===== src/rtl/plr_pkg.sv =====
// shared types and constants of the printer link packet receiver
`default_nettype none
package plr_pkg;

	localparam logic [7:0] MAGIC_A = 8'h88;
	localparam logic [7:0] MAGIC_B = 8'h33;

	localparam logic [7:0] CMD_INIT  = 8'h01;
	localparam logic [7:0] CMD_PRINT = 8'h02;
	localparam logic [7:0] CMD_DATA  = 8'h04;
	localparam logic [7:0] CMD_STAT  = 8'h0F;

	localparam logic [7:0] ST_PKT  = 8'h10;
	localparam logic [7:0] ST_FULL = 8'h04;
	localparam logic [7:0] ST_BUSY = 8'h02;
	localparam logic [7:0] ST_SUM  = 8'h01;

	localparam logic [7:0] DEVICE_ID_RESET = 8'h81;

	typedef enum logic [10:0] {
		PH_IDLE = 11'b000_0000_0001,
		PH_MAG2 = 11'b000_0000_0010,
		PH_CMD  = 11'b000_0000_0100,
		PH_COMP = 11'b000_0000_1000,
		PH_LEN1 = 11'b000_0001_0000,
		PH_LEN2 = 11'b000_0010_0000,
		PH_DATA = 11'b000_0100_0000,
		PH_CHK1 = 11'b000_1000_0000,
		PH_CHK2 = 11'b001_0000_0000,
		PH_STAT = 11'b010_0000_0000,
		PH_DONE = 11'b100_0000_0000
	} phase_t;

	typedef struct packed {
		logic       req_type;
		logic [7:0] data_byte;
		logic       store_full;
	} item_t;

	typedef struct packed {
		logic [7:0] reply_byte;
		logic       write_data;
		logic       write_setting;
		logic       clear_store;
		logic       open_packet;
		logic       drop_packet;
		logic       begin_print;
	} result_t;

endpackage
`default_nettype wire


===== src/rtl/plr_if.sv =====
// handshake channels of the printer link packet receiver
`default_nettype none
interface plr_req_if;
	logic       valid;
	logic       ready;
	logic       req_type;
	logic [7:0] data_byte;
	logic       store_full;

	modport source (output valid, output req_type, output data_byte, output store_full,
		input ready);
	modport sink (input valid, input req_type, input data_byte, input store_full,
		output ready);
endinterface

interface plr_rsp_if;
	logic       valid;
	logic       ready;
	logic [7:0] reply_byte;
	logic       write_data;
	logic       write_setting;
	logic       clear_store;
	logic       open_packet;
	logic       drop_packet;
	logic       begin_print;

	modport source (output valid, output reply_byte, output write_data,
		output write_setting, output clear_store, output open_packet,
		output drop_packet, output begin_print, input ready);
	modport sink (input valid, input reply_byte, input write_data,
		input write_setting, input clear_store, input open_packet,
		input drop_packet, input begin_print, output ready);
endinterface

interface plr_cfg_if;
	logic       valid;
	logic       ready;
	logic [7:0] data;

	modport source (output valid, output data, input ready);
	modport sink (input valid, input data, output ready);
endinterface
`default_nettype wire


===== src/rtl/plr_parser.sv =====
// packet parser state and per-byte next-state and result logic
`default_nettype none
module plr_parser
	import plr_pkg::*;
(
	input  wire logic    clk,
	input  wire logic    arst_n,
	input  wire logic    step,
	input  wire item_t   item,
	input  wire logic [7:0] device_id,
	output result_t      result
);

	phase_t      phase_q, phase_n;
	logic [7:0]  cmd_q, cmd_n;
	logic [7:0]  status_q, status_n;
	logic [15:0] left_q, left_n;
	logic [15:0] sum_q, sum_n;
	logic        add;
	logic        bad;
	logic [15:0] len_full;
	logic [7:0]  b;

	assign b        = item.data_byte;
	assign len_full = {b, left_q[7:0]};

	always_comb begin
		phase_n  = phase_q;
		cmd_n    = cmd_q;
		status_n = status_q;
		left_n   = left_q;
		sum_n    = sum_q;
		result   = '0;
		add      = 1'b1;
		bad      = 1'b0;
		if (item.req_type) begin
			// print finished event
			status_n = status_q & ~ST_BUSY;
			add      = 1'b0;
		end else begin
			case (phase_q)
				PH_IDLE: begin
					if (b != MAGIC_A) begin
						bad = 1'b1;
					end else begin
						sum_n   = '0;
						phase_n = PH_MAG2;
						add     = 1'b0;
					end
				end
				PH_MAG2: begin
					if (b != MAGIC_B) begin
						bad = 1'b1;
					end else begin
						phase_n = PH_CMD;
						add     = 1'b0;
					end
				end
				PH_CMD: begin
					cmd_n   = b;
					phase_n = PH_COMP;
					if (b == CMD_INIT) begin
						result.clear_store = 1'b1;
						result.open_packet = 1'b1;
						status_n           = '0;
					end else if (b == CMD_DATA) begin
						result.open_packet = 1'b1;
					end else if (b != CMD_PRINT && b != CMD_STAT) begin
						bad = 1'b1;
					end
				end
				PH_COMP: begin
					if (b != 8'h00) begin
						bad = 1'b1;
					end else begin
						phase_n = PH_LEN1;
					end
				end
				PH_LEN1: begin
					left_n  = {8'h00, b};
					phase_n = PH_LEN2;
				end
				PH_LEN2: begin
					left_n  = len_full;
					phase_n = (len_full != 16'h0000) ? PH_DATA : PH_CHK1;
				end
				PH_DATA: begin
					if (cmd_q == CMD_DATA) begin
						result.write_data = 1'b1;
						if (item.store_full) begin
							status_n = status_q | ST_FULL;
						end
					end else if (cmd_q == CMD_PRINT) begin
						result.write_setting = 1'b1;
					end
					left_n = left_q - 16'd1;
					if (left_q == 16'd1) begin
						phase_n = PH_CHK1;
					end
				end
				PH_CHK1: begin
					sum_n   = sum_q ^ {8'h00, b};
					phase_n = PH_CHK2;
					add     = 1'b0;
				end
				PH_CHK2: begin
					sum_n             = sum_q ^ {b, 8'h00};
					phase_n           = PH_STAT;
					result.reply_byte = device_id;
					add               = 1'b0;
				end
				PH_STAT: begin
					if (sum_q == 16'h0000) begin
						status_n = status_q & ~ST_SUM;
					end else begin
						status_n           = status_q | ST_SUM;
						result.drop_packet = 1'b1;
					end
					if (cmd_q == CMD_PRINT) begin
						status_n           = status_n | ST_BUSY;
						result.begin_print = 1'b1;
					end
					result.reply_byte = status_n;
					phase_n           = PH_DONE;
					add               = 1'b0;
				end
				PH_DONE: begin
					phase_n = PH_IDLE;
				end
				default: begin
					bad = 1'b1;
				end
			endcase
			if (bad) begin
				// parser reset
				result            = '0;
				result.clear_store = 1'b1;
				phase_n           = PH_IDLE;
				cmd_n             = '0;
				status_n          = status_q | ST_PKT;
				left_n            = '0;
				sum_n             = '0;
				add               = 1'b0;
			end
		end
		if (add) begin
			sum_n = sum_n + {8'h00, b};
		end
	end

	always_ff @(posedge clk or negedge arst_n) begin
		if (!arst_n) begin
			phase_q  <= PH_IDLE;
			cmd_q    <= '0;
			status_q <= '0;
			left_q   <= '0;
			sum_q    <= '0;
		end else if (step) begin
			phase_q  <= phase_n;
			cmd_q    <= cmd_n;
			status_q <= status_n;
			left_q   <= left_n;
			sum_q    <= sum_n;
		end
	end

endmodule
`default_nettype wire


===== src/rtl/printer_link_packet_receiver_top.sv =====
// top level: input register, packet parser, result register
// a request transaction is held in the input register; its result is then captured
// in the result register, from which its result transaction is offered
// throughput: one request transaction per cycle unless the result stalls; input
//   and result registers hold one item each; a stalled result backs up after two
// reset: parser idle, status and counters zero, device id 0x81, both registers empty
`default_nettype none
module printer_link_packet_receiver_top
	import plr_pkg::*;
(
	input wire logic clk,
	input wire logic arst_n,
	plr_req_if.sink  req,
	plr_rsp_if.source rsp,
	plr_cfg_if.sink  cfg
);

	logic       valid_s1;
	item_t      item_s1;
	logic       rsp_valid_q;
	result_t    rsp_q;
	logic [7:0] device_id_q;
	logic       advance;
	result_t    result;

	assign advance   = valid_s1 && (!rsp_valid_q || rsp.ready);
	assign req.ready = !valid_s1 || advance;
	assign cfg.ready = 1'b1;

	always_ff @(posedge clk or negedge arst_n) begin
		if (!arst_n) begin
			device_id_q <= DEVICE_ID_RESET;
		end else if (cfg.valid) begin
			device_id_q <= cfg.data;
		end
	end

	always_ff @(posedge clk or negedge arst_n) begin
		if (!arst_n) begin
			valid_s1 <= 1'b0;
		end else if (req.ready) begin
			valid_s1 <= req.valid;
		end
	end

	always_ff @(posedge clk) begin
		if (req.valid && req.ready) begin
			item_s1 <= '{req_type: req.req_type, data_byte: req.data_byte,
				store_full: req.store_full};
		end
	end

	plr_parser u_parser (
		.clk       (clk),
		.arst_n    (arst_n),
		.step      (advance),
		.item      (item_s1),
		.device_id (device_id_q),
		.result    (result)
	);

	always_ff @(posedge clk or negedge arst_n) begin
		if (!arst_n) begin
			rsp_valid_q <= 1'b0;
		end else if (advance) begin
			rsp_valid_q <= 1'b1;
		end else if (rsp.ready) begin
			rsp_valid_q <= 1'b0;
		end
	end

	always_ff @(posedge clk) begin
		if (advance) begin
			rsp_q <= result;
		end
	end

	assign rsp.valid         = rsp_valid_q;
	assign rsp.reply_byte    = rsp_q.reply_byte;
	assign rsp.write_data    = rsp_q.write_data;
	assign rsp.write_setting = rsp_q.write_setting;
	assign rsp.clear_store   = rsp_q.clear_store;
	assign rsp.open_packet   = rsp_q.open_packet;
	assign rsp.drop_packet   = rsp_q.drop_packet;
	assign rsp.begin_print   = rsp_q.begin_print;

	// a print start always reports busy in the status reply
	a_print_busy: assert property (@(posedge clk) disable iff (!arst_n)
		rsp.valid && rsp.begin_print |-> rsp.reply_byte[1])
		else $error("begin_print without busy status");

	// a dropped packet always reports a checksum error
	a_drop_sum: assert property (@(posedge clk) disable iff (!arst_n)
		rsp.valid && rsp.drop_packet |-> rsp.reply_byte[0])
		else $error("drop_packet without checksum error status");

	// image data and setting strobes are exclusive
	a_write_excl: assert property (@(posedge clk) disable iff (!arst_n)
		rsp.valid |-> !(rsp.write_data && rsp.write_setting))
		else $error("write_data and write_setting together");

	// an input register stalled by the output must not advance
	a_stall: assert property (@(posedge clk) disable iff (!arst_n)
		valid_s1 && rsp_valid_q && !rsp.ready |=> valid_s1 && $stable(item_s1))
		else $error("input register lost an item under stall");

endmodule
`default_nettype wire

===== src/flat_wrapper.sv =====
// flat-port wrapper written by rule: the top's interface ports become plain ports
module printer_link_packet_receiver_top_flat import plr_pkg::*;
  (clk, arst_n, req_valid, req_req_type, req_data_byte, req_store_full, req_ready, rsp_valid, rsp_reply_byte, rsp_write_data, rsp_write_setting, rsp_clear_store, rsp_open_packet, rsp_drop_packet, rsp_begin_print, rsp_ready, cfg_valid, cfg_data, cfg_ready);
  plr_req_if req_i ();
  plr_rsp_if rsp_i ();
  plr_cfg_if cfg_i ();
  input wire logic clk;
  input wire logic arst_n;
  input wire logic [$bits(req_i.valid)-1:0] req_valid;
  input wire logic [$bits(req_i.req_type)-1:0] req_req_type;
  input wire logic [$bits(req_i.data_byte)-1:0] req_data_byte;
  input wire logic [$bits(req_i.store_full)-1:0] req_store_full;
  output wire logic [$bits(req_i.ready)-1:0] req_ready;
  output wire logic [$bits(rsp_i.valid)-1:0] rsp_valid;
  output wire logic [$bits(rsp_i.reply_byte)-1:0] rsp_reply_byte;
  output wire logic [$bits(rsp_i.write_data)-1:0] rsp_write_data;
  output wire logic [$bits(rsp_i.write_setting)-1:0] rsp_write_setting;
  output wire logic [$bits(rsp_i.clear_store)-1:0] rsp_clear_store;
  output wire logic [$bits(rsp_i.open_packet)-1:0] rsp_open_packet;
  output wire logic [$bits(rsp_i.drop_packet)-1:0] rsp_drop_packet;
  output wire logic [$bits(rsp_i.begin_print)-1:0] rsp_begin_print;
  input wire logic [$bits(rsp_i.ready)-1:0] rsp_ready;
  input wire logic [$bits(cfg_i.valid)-1:0] cfg_valid;
  input wire logic [$bits(cfg_i.data)-1:0] cfg_data;
  output wire logic [$bits(cfg_i.ready)-1:0] cfg_ready;
  assign req_i.valid = req_valid;
  assign req_i.req_type = req_req_type;
  assign req_i.data_byte = req_data_byte;
  assign req_i.store_full = req_store_full;
  assign req_ready = req_i.ready;
  assign rsp_valid = rsp_i.valid;
  assign rsp_reply_byte = rsp_i.reply_byte;
  assign rsp_write_data = rsp_i.write_data;
  assign rsp_write_setting = rsp_i.write_setting;
  assign rsp_clear_store = rsp_i.clear_store;
  assign rsp_open_packet = rsp_i.open_packet;
  assign rsp_drop_packet = rsp_i.drop_packet;
  assign rsp_begin_print = rsp_i.begin_print;
  assign rsp_i.ready = rsp_ready;
  assign cfg_i.valid = cfg_valid;
  assign cfg_i.data = cfg_data;
  assign cfg_ready = cfg_i.ready;
  printer_link_packet_receiver_top u_core (.clk(clk), .arst_n(arst_n), .req(req_i), .rsp(rsp_i), .cfg(cfg_i));
endmodule

===== config.mk =====
export PLATFORM = sky130hd
export DESIGN_NAME = printer_link_packet_receiver_top_flat
export DESIGN_NICKNAME = d
export VERILOG_FILES = /design/src/rtl/plr_pkg.sv /design/src/rtl/plr_if.sv /design/src/rtl/plr_parser.sv /design/src/rtl/printer_link_packet_receiver_top.sv /design/src/flat_wrapper.sv
export SDC_FILE = /design/constraint.sdc
export NUM_CORES = 1
export LEC_CHECK = 0
export CELL_PAD_IN_SITES_DETAIL_PLACEMENT = 0
export CELL_PAD_IN_SITES_GLOBAL_PLACEMENT = 2
export CORE_ASPECT_RATIO = 1.75
export CORE_MARGIN = 2
export CORE_UTILIZATION = 43
export CTS_CLUSTER_DIAMETER = 60
export DETAILED_ROUTE_END_ITERATION = 6
export DONT_BUFFER_PORTS = 1
export GPL_TIMING_DRIVEN = 0
export PLACE_DENSITY_LB_ADDON = 0.25
export SLEW_MARGIN = 10
export SYNTH_ARGS = -nofsm -noshare
export SYNTH_HDL_FRONTEND = slang
export SYNTH_SLANG_ARGS = --single-unit

===== constraint.sdc =====
create_clock -name clk -period 14.18 [get_ports clk]
set_clock_uncertainty 0.15 [all_clocks]
set_input_delay 0 -clock clk [delete_from_list [all_inputs] [get_ports clk]]
set_output_delay 0 -clock clk [all_outputs]
set_load 0.005 [all_outputs]

==> results of run 1 <==
[worst register-to-register path, cell delays in order, from the launching register on]
cell,delay (ns)
dfrtp_1,0.36
clkbuf_1,0.18
or3_1,0.33
clkbuf_1,0.21
nor4_1,0.90
o31a_2,0.37
a311o_2,0.17
nor2_1,0.13
clkbuf_1,0.34
a22o_1,0.31
ha_1,0.32
o21ai_0,0.11
o21ai_0,0.27
a21o_1,0.19
a31oi_1,0.22
or4_4,0.50
nor4b_4,0.28
nor2_1,0.07
a221o_1,0.25
[cell families after synthesis]
group,count (synthesis),share of synthesized area
and+or+nand+nor,263,0.255
other,1,0.000685
muxes,16,0.0313
AOI/OAI and AO/OA,168,0.193
buffers and inverters,41,0.0375
DFF,89,0.429
xor gates and xnor gates,17,0.0272
adders and majority gates,11,0.0265
[metrics by stage]
stage,utilization,total power [mW]
6_report,0.504,0.828
5_1_grt,0.504,0.882
4_1_cts,0.504,0.832
3_5_place_dp,0.460,0.581
3_3_place_gp,0.457,0.577
2_1_floorplan,-,0.506
[routing by layer]
layer,vias up,GRT usage
li1,2312,-
met1,2356,0.289
met2,127,0.440
met3,34,0.0367
met4,0,0.104
met5,-,0
[worst max path at each step]
stage	cells after the start	to	slack, ns
floorplan	17	u_core.u_parser.sum_q[13]	9.63
global placement	18	u_core.u_parser.sum_q[13]	8.48
detailed placement	18	u_core.u_parser.sum_q[13]	8.48
CTS	18	u_core.u_parser.sum_q[13]	8.45
global route	17	u_core.u_parser.sum_q[13]	8.09
finish	18	u_core.u_parser.sum_q[13]	8.41
[report_power, final]
part	leakage (nW)	internal [mW]	switching [mW]	total [mW]
sequential	1.09	0.285	0.0220	0.307
combinational	1.23	0.101	0.180	0.281
clock	0.139	0.124	0.115	0.240
[registers in the layout (all words and copies together) (netlist names)]
name / flops
u_core.rsp.valid: 1
u_core.u_parser.phase_q: 11
u_core.valid_s1: 1
u_core.u_parser.status_q: 4
u_core.u_parser.sum_q: 16
u_core.u_parser.left_q: 16
u_core.device_id_q: 8
u_core.rsp.clear_store: 1
u_core.item_s1: 10
u_core.rsp.begin_print: 1
u_core.rsp.write_setting: 1
u_core.rsp.open_packet: 1
u_core.rsp.reply_byte: 8
u_core.rsp.write_data: 1
u_core.u_parser.cmd_q: 8
u_core.rsp.drop_packet: 1
[final cells by class]
cell class                      count  area [µm²]
Inverter                            5        18.8
Buffer                             36         188
Sequential cell                    89        2350
Timing Repair Buffer               26         273
Multi-Input combinational cell    476        2930
Tap cell                          168         210
Clock inverter                      7        71.3
Fill cell                        1227        6160
Clock buffer                        9         225
[timing repair]
| item | CTS | global route |
|---|---|---|
| hold endpoints to repair | 86 | 0 |
| buffers inserted | 0 | 0 |
| hold buffers | 24 | 0 |
[cell usage in the layout (no fill, tap or decap), types with 8 or more instances in the layout]
master / netlist / layout
nor2_1: 77 / 77
o21ai_0: 70 / 70
dfrtp_1: 62 / 62
nand2_1: 60 / 60
edfxtp_1: 24 / 24
dlygate4sd3_1: 0 / 23
clkbuf_1: 23 / 22
a21oi_1: 22 / 22
nor3_1: 17 / 17
nor4_1: 18 / 17
xnor2_1: 13 / 13
a31oi_1: 13 / 13
a22o_1: 12 / 12
ha_1: 10 / 10
mux2_2: 9 / 9
clkbuf_16: 0 / 9
a22oi_1: 8 / 8
nand2b_1: 8 / 8
and3_1: 8 / 8
==> out/qor.csv, run 1 <==
stage;metric;value;unit
outcome;status;finished clean;
clocking;cts_inserted_buffers;9;
min_path;hold_depth;2;
sta;setup_viol_count_final;0;
worst_setup_path;cp-end-kind;register;
sta;final_max_slew_viol_count;0;
clocking;htree_levels;3;
sta;fin_crit;5.77;ns
sta;finalHoldViolations;0;
worst_setup_path;path_cells;clkbuf_1, or3_1, clkbuf_1, nor4_1, o31a_2, a311o_2, nor2_1, clkbuf_1, a22o_1, ha_1, o21ai_0, o21ai_0, a21o_1, a31oi_1, or4_4, nor4b_4, nor2_1, a221o_1;
worst_setup_path;critPathBufInv;3;
global_route;grt_pass1_vias;4806;
die;core;12400;µm²
final_layout;diodes;0;
worst_setup_path;critical-path-top-delay-family;simple AND/OR/NAND/NOR gates;
logic_synthesis;ys_ff_latch;89;
global_route;grt_max_degree;66;
routing;dr.pass1.iters;7;
sta;slew_headroom;0.211;
min_path;hold_start;cfg_valid;
die;fp.dieW;89.3;µm
sta;worst_pin_slew;1.17;ns
clocking;ctsResizeCount;0;
logic_synthesis;synth.distinct_cells;73;
clocking;clkSinkCount;89;
logic_synthesis;ys_async_sr_fraction;0.730;
worst_setup_path;critPathRequiredTime;14.26;ns
worst_setup_path;cp_max_fo;10;
clocking;clkLatencyLatePin;0.35;ns
global_route;grt_antenna_before_repair;0;
routing;wl_met3;534;µm
clocking;clockBufferDepth;2;
logic_synthesis;synth_edf_count;24;
worst_setup_path;cp-start-kind;register;
routing;drcViolationCount;0;
routing;detail-route-antenna-nets;0;
logic_synthesis;synthTopCellsByArea;dfrtp_1 28%, edfxtp_1 13%, o21ai_0 6.4%, nor2_1 5.3%, nand2_1 4.1%;
routing;wl_met1;6100;µm
place;dp_hpwl;11800;µm
place;place_ws;8.48;ns
clocking;cts_tree;yes;
logic_synthesis;synthCells;606;
die;die_y;153;µm
sta;finalCritPeriodShare;0.407;
logic_synthesis;syn-cell-area;5480;µm²
final_layout;areaGrowthSynthToFinish;14.5;%
worst_setup_path;rr_startpoint;u_core.u_parser.phase_q[6];
worst_setup_path;crit_start;u_core.u_parser.phase_q[6];
worst_setup_path;cp_common_cell;clkbuf_1;
routing;dr_wl_met2;8930;µm
die;die_area;13700;µm²
logic_synthesis;synth_top_area_share;0.283;
place;placed_cells;776;
routing;viasPerCell;5.92;
global_route;grt-ovfl-total;0;
final_layout;fin_nets;677;
sta;finalSetupTns;0;ns
place;port_buffers;0;
routing;wl;16200;µm
logic_synthesis;synth.avg_cell_area;9.04;µm²
sta;whs;0.0104;ns
routing;first_iter_violations;292;
run;drv_cap;0;
place;routabilityCongestion;0.883;
power;p_leak;2.46;nW
final_layout;stdcell_count;816;
power;irDropWorstVdd;0.0000828;V
logic_synthesis;yosys.cell_count.top_type;nor2_1;
die;start_util;0.440;
sta;clock.fmax;0.173;GHz
worst_setup_path;path_class;register to register;
final_layout;fin_area;6270;µm²
logic_synthesis;yosys-top-cells-count;77 x nor2_1, 70 x o21ai_0, 62 x dfrtp_1;
routing;drt-wirelength-per-cell;19.9;µm
min_path;hold_class;input pin to register;
final_layout;drive_gt1_frac;0.110;
die;pin_count;40;
logic_synthesis;syn-num-nets;640;
worst_setup_path;r2r_cells;18;
sta;fin_ws;8.41;ns
worst_setup_path;cp.arrival;5.85;ns
logic_synthesis;yosys_warnings;0;
sta;rsz0062_at_grt;no;
routing;top_layer;met4;
place;place_area;5710;µm²
worst_setup_path;slowest_delay;0.90;ns
worst_setup_path;critical_path.slowest_cell;nor4_1;
worst_setup_path;reg2reg_slack;8.41;ns
logic_synthesis;synth_top_flop_cell;dfrtp_1;
worst_setup_path;timing.rr.end;u_core.u_parser.sum_q[13];
clocking;path_clk_slew;0.08;ns
logic_synthesis;yosysTopAreaCell;dfrtp_1;
clocking;root_buffer;clkbuf_16;
logic_synthesis;synth-seq-area-share;0.429;
global_route;grt_pass1_wl;26000;µm
die;row_count;54;
min_path;min_to;u_core.device_id_q[2];
routing;routed-via-count;4829;
global_route;track_usage;0.249;
power;power-per-cell-area;132;nW/µm²
No activity file was read; power rests on OpenSTA's default activity.
==> run 2: changes to the inputs <==
Settings changed: CORE_UTILIZATION 43 to 36.
Clock period 14.18 ns to 4.9 ns, I/O delays scaled along.
==> run 2 against run 1 <==
Effect of this change:
- non-clock buffer count up 2
- critical path type unchanged
- critical path depth down 2
- via count up 0.33%
- total power rose to 3.0 times the previous value
- highest routed layer unchanged
- die area up 19%
- final cell count up 2.1%
- largest cell class unchanged
- worst setup slack worse by 8.3 ns
==> out/qor.csv, run 2 (same netlist as run 1, synthesis figures left out) <==
stage;metric;value;unit;change
worst_setup_path;cp.arrival;4.86;ns;-0.99 ns
power;p_clk_frac;0.278;;-0.011
power;seq_power_share;0.359;;-0.012
final_layout;multi_input_area;3040;µm²;+3.6%
clocking;cts_tree;yes;;
power;irDropWorstVdd;0.000250;V;+200%
sta;setup_viol_count_final;0;;unchanged
sta;clock.fmax;0.209;GHz;+21%
power;p_switching;0.960;mW;+200%
global_route;track_usage;0.210;;-0.0389
clocking;path_clk_slew;0.08;ns;about the same
clocking;htree_levels;3;;unchanged
routing;wl;17000;µm;+4.8%
final_layout;seqCellArea;2350;µm²;unchanged
routing;first_iter_violations;222;;-24%
final_layout;nFillCells;1516;;+24%
final_layout;areaGrowthSynthToFinish;17.3;%;
min_path;hold_depth;2;;unchanged
power;internal-power;1.53;mW;+200%
global_route;grt_antenna_before_repair;0;;unchanged
clocking;clkSinkCount;89;;unchanged
routing;detail-route-antenna-nets;0;;unchanged
final_layout;fin_nets;679;;+0.30%
worst_setup_path;r2r_cells;16;;-2
routing;dr.pass1.iters;5;;-2
die;row_count;59;;+9.3%
die;start_util;0.367;;-0.0732
run;drv_cap;0;;unchanged
final_layout;top_regs;u_core.u_parser.left_q: 16 flops, u_core.u_parser.sum_q: 16 flops, u_core.u_parser.phase_q: 11 flops;;
routing;drt-wirelength-per-cell;20.4;µm;+2.7%
die;fp.dieW;97.2;µm;+8.9%
clocking;cts_inserted_buffers;9;;unchanged
outcome;status;finished clean;;
final_layout;mostFrequentLayoutCells;75 x nor2_1, 68 x o21ai_0, 62 x dfrtp_1;;
sta;final_max_slew_viol_count;0;;unchanged
sta;worst_pin_slew;1.22;ns;+0.0448 ns
worst_setup_path;cp_max_fo;5;;-5
power;sw_frac_of_total;0.386;;+0.00254
place;port_buffers;0;;unchanged
clocking;clockBufferDepth;2;;unchanged
final_layout;drive_gt1_frac;0.146;;+0.0366
place;place_area;5730;µm²;+0.33%
power;power-per-cell-area;387;nW/µm²;+190%
routing;drcViolationCount;0;;unchanged
sta;slew_headroom;0.187;;-0.0234
die;die_y;167;µm;+9.0%
power;combinationalPowerShare;0.363;;+0.023
die;die_area;16300;µm²;+19%
min_path;hold_class;input pin to register;;
place;place_ws;-0.850;ns;-9.33 ns
place;routabilityCongestion;0.854;;-3.3%
worst_setup_path;path_class;register to register;;
sta;rsz0062_at_grt;yes;;
global_route;grt-ovfl-total;0;;unchanged
place;dp_hpwl;12300;µm;+4.0%
final_layout;diodes;0;;unchanged
routing;routed-via-count;4845;;+0.33%
power;finalPower;2.49;mW;+200%
sta;fin_crit;4.78;ns;-0.990 ns
power;p_leak;2.51;nW;+1.9%
clocking;root_buffer;clkbuf_16;;
global_route;grt_pass1_vias;4891;;+1.8%
final_layout;fin_area;6420;µm²;+2.5%
worst_setup_path;cp-start-kind;register;;
final_layout;final_common_cell;nor2_1;;
global_route;grt_max_degree;66;;unchanged
clocking;clkLatencyLatePin;0.34;ns;about the same
sta;whs;0.0273;ns;+0.0169 ns
sta;finalCritPeriodShare;0.975;;+0.568
global_route;grt_pass1_wl;26700;µm;+2.7%
sta;finalHoldViolations;0;;unchanged
die;core;14900;µm²;+20%
routing;viasPerCell;5.82;;-1.7%
worst_setup_path;cp-end-kind;register;;
worst_setup_path;critPathRequiredTime;4.98;ns;-9.28 ns
die;pin_count;40;;unchanged
sta;fin_ws;0.121;ns;-8.29 ns
run 2: cell count changes in the layout (fill, tap and decap cells not counted), moves of 2 or more:
cell      previous run  this run
buf_4                4         9
clkbuf_1            22        17
nor2_1              77        75
nor2_4               0         2
nor3_1              17        14
nor3_2               1         3
nor4_1              17        15
nor4_4               1         3
o21ai_0             70        68
run 2: layout make-up:
cell class                 count  area share
multi-input combinational    476       0.473
sequential                    89       0.366
timing repair buffer          30      0.0467
tap                          183      0.0356
clock buffer                   9      0.0351
buffer                        34      0.0306
clock inverter                 7      0.0101
inverter                       5     0.00292
run 2: repair_timing:
action,4_1_cts,5_1_grt
resized for setup,19,14
hold buffers,23,0
hold endpoints to repair,96,0
setup buffers,2,3
pin swaps,2,6
gates cloned,0,0
setup endpoints to repair,10,7
run 2: stage by stage:
| step | TNS (ns) | std cells | util |
|---|---|---|---|
| after CTS | -0.00375 | 831 | 0.427 |
| after floorplan | 0 | 606 | - |
| after detailed placement | -3.88 | 791 | 0.384 |
| after global placement | -3.94 | 789 | 0.383 |
| final | 0 | 833 | 0.431 |
| after global routing | -0.0838 | 833 | 0.431 |
run 2: path summary, 6_finish.rpt:
path                                         endpoint  slack, ns                startpoint
max in group asynchronous       u_core.device_id_q[0]       4.22                    arst_n
max reg2reg                 u_core.u_parser.sum_q[13]       0.12         u_core.item_s1[2]
min                             u_core.device_id_q[2]       0.03                 cfg_valid
min reg2reg                  u_core.u_parser.cmd_q[4]       0.34  u_core.u_parser.cmd_q[4]
max                         u_core.u_parser.sum_q[13]       0.12         u_core.item_s1[2]
min in group asynchronous  u_core.u_parser.left_q[12]       0.04                    arst_n
run 2: per-layer routing:
metal | share of wire | track usage | vias to the layer above | wire [µm]
met3 | 0.030 | 0.0250 | 36 | 515
li1 | - | - | 2321 | -
met2 | 0.55 | 0.394 | 120 | 9310
met4 | 0.039 | 0.0990 | 0 | 657
met5 | 0 | 0 | - | 0
met1 | 0.38 | 0.232 | 2368 | 6510
run 2: power groups by stage:
stage	Clock, mW	Sequential (mW)	Combinational, mW
after global placement	0	0.903	0.784
after floorplan	0	0.881	0.583
after detailed placement	0	0.906	0.794
final	0.692	0.892	0.903
after CTS	0.709	0.890	0.876
after global routing	0.731	0.899	1.00
run 2: worst max-delay path: stages (launching register included):
cell	delay, ns
edfxtp_1	0.50
or4b_1	0.56
o311a_1	0.13
o31a_2	0.39
a311o_2	0.43
nor2_4	0.16
buf_4	0.15
a22o_1	0.17
ha_2	0.22
o21ai_0	0.12
o21ai_1	0.21
a21o_1	0.17
a31oi_2	0.18
or4_4	0.48
nor4b_4	0.29
nor2_1	0.07
a221o_1	0.25
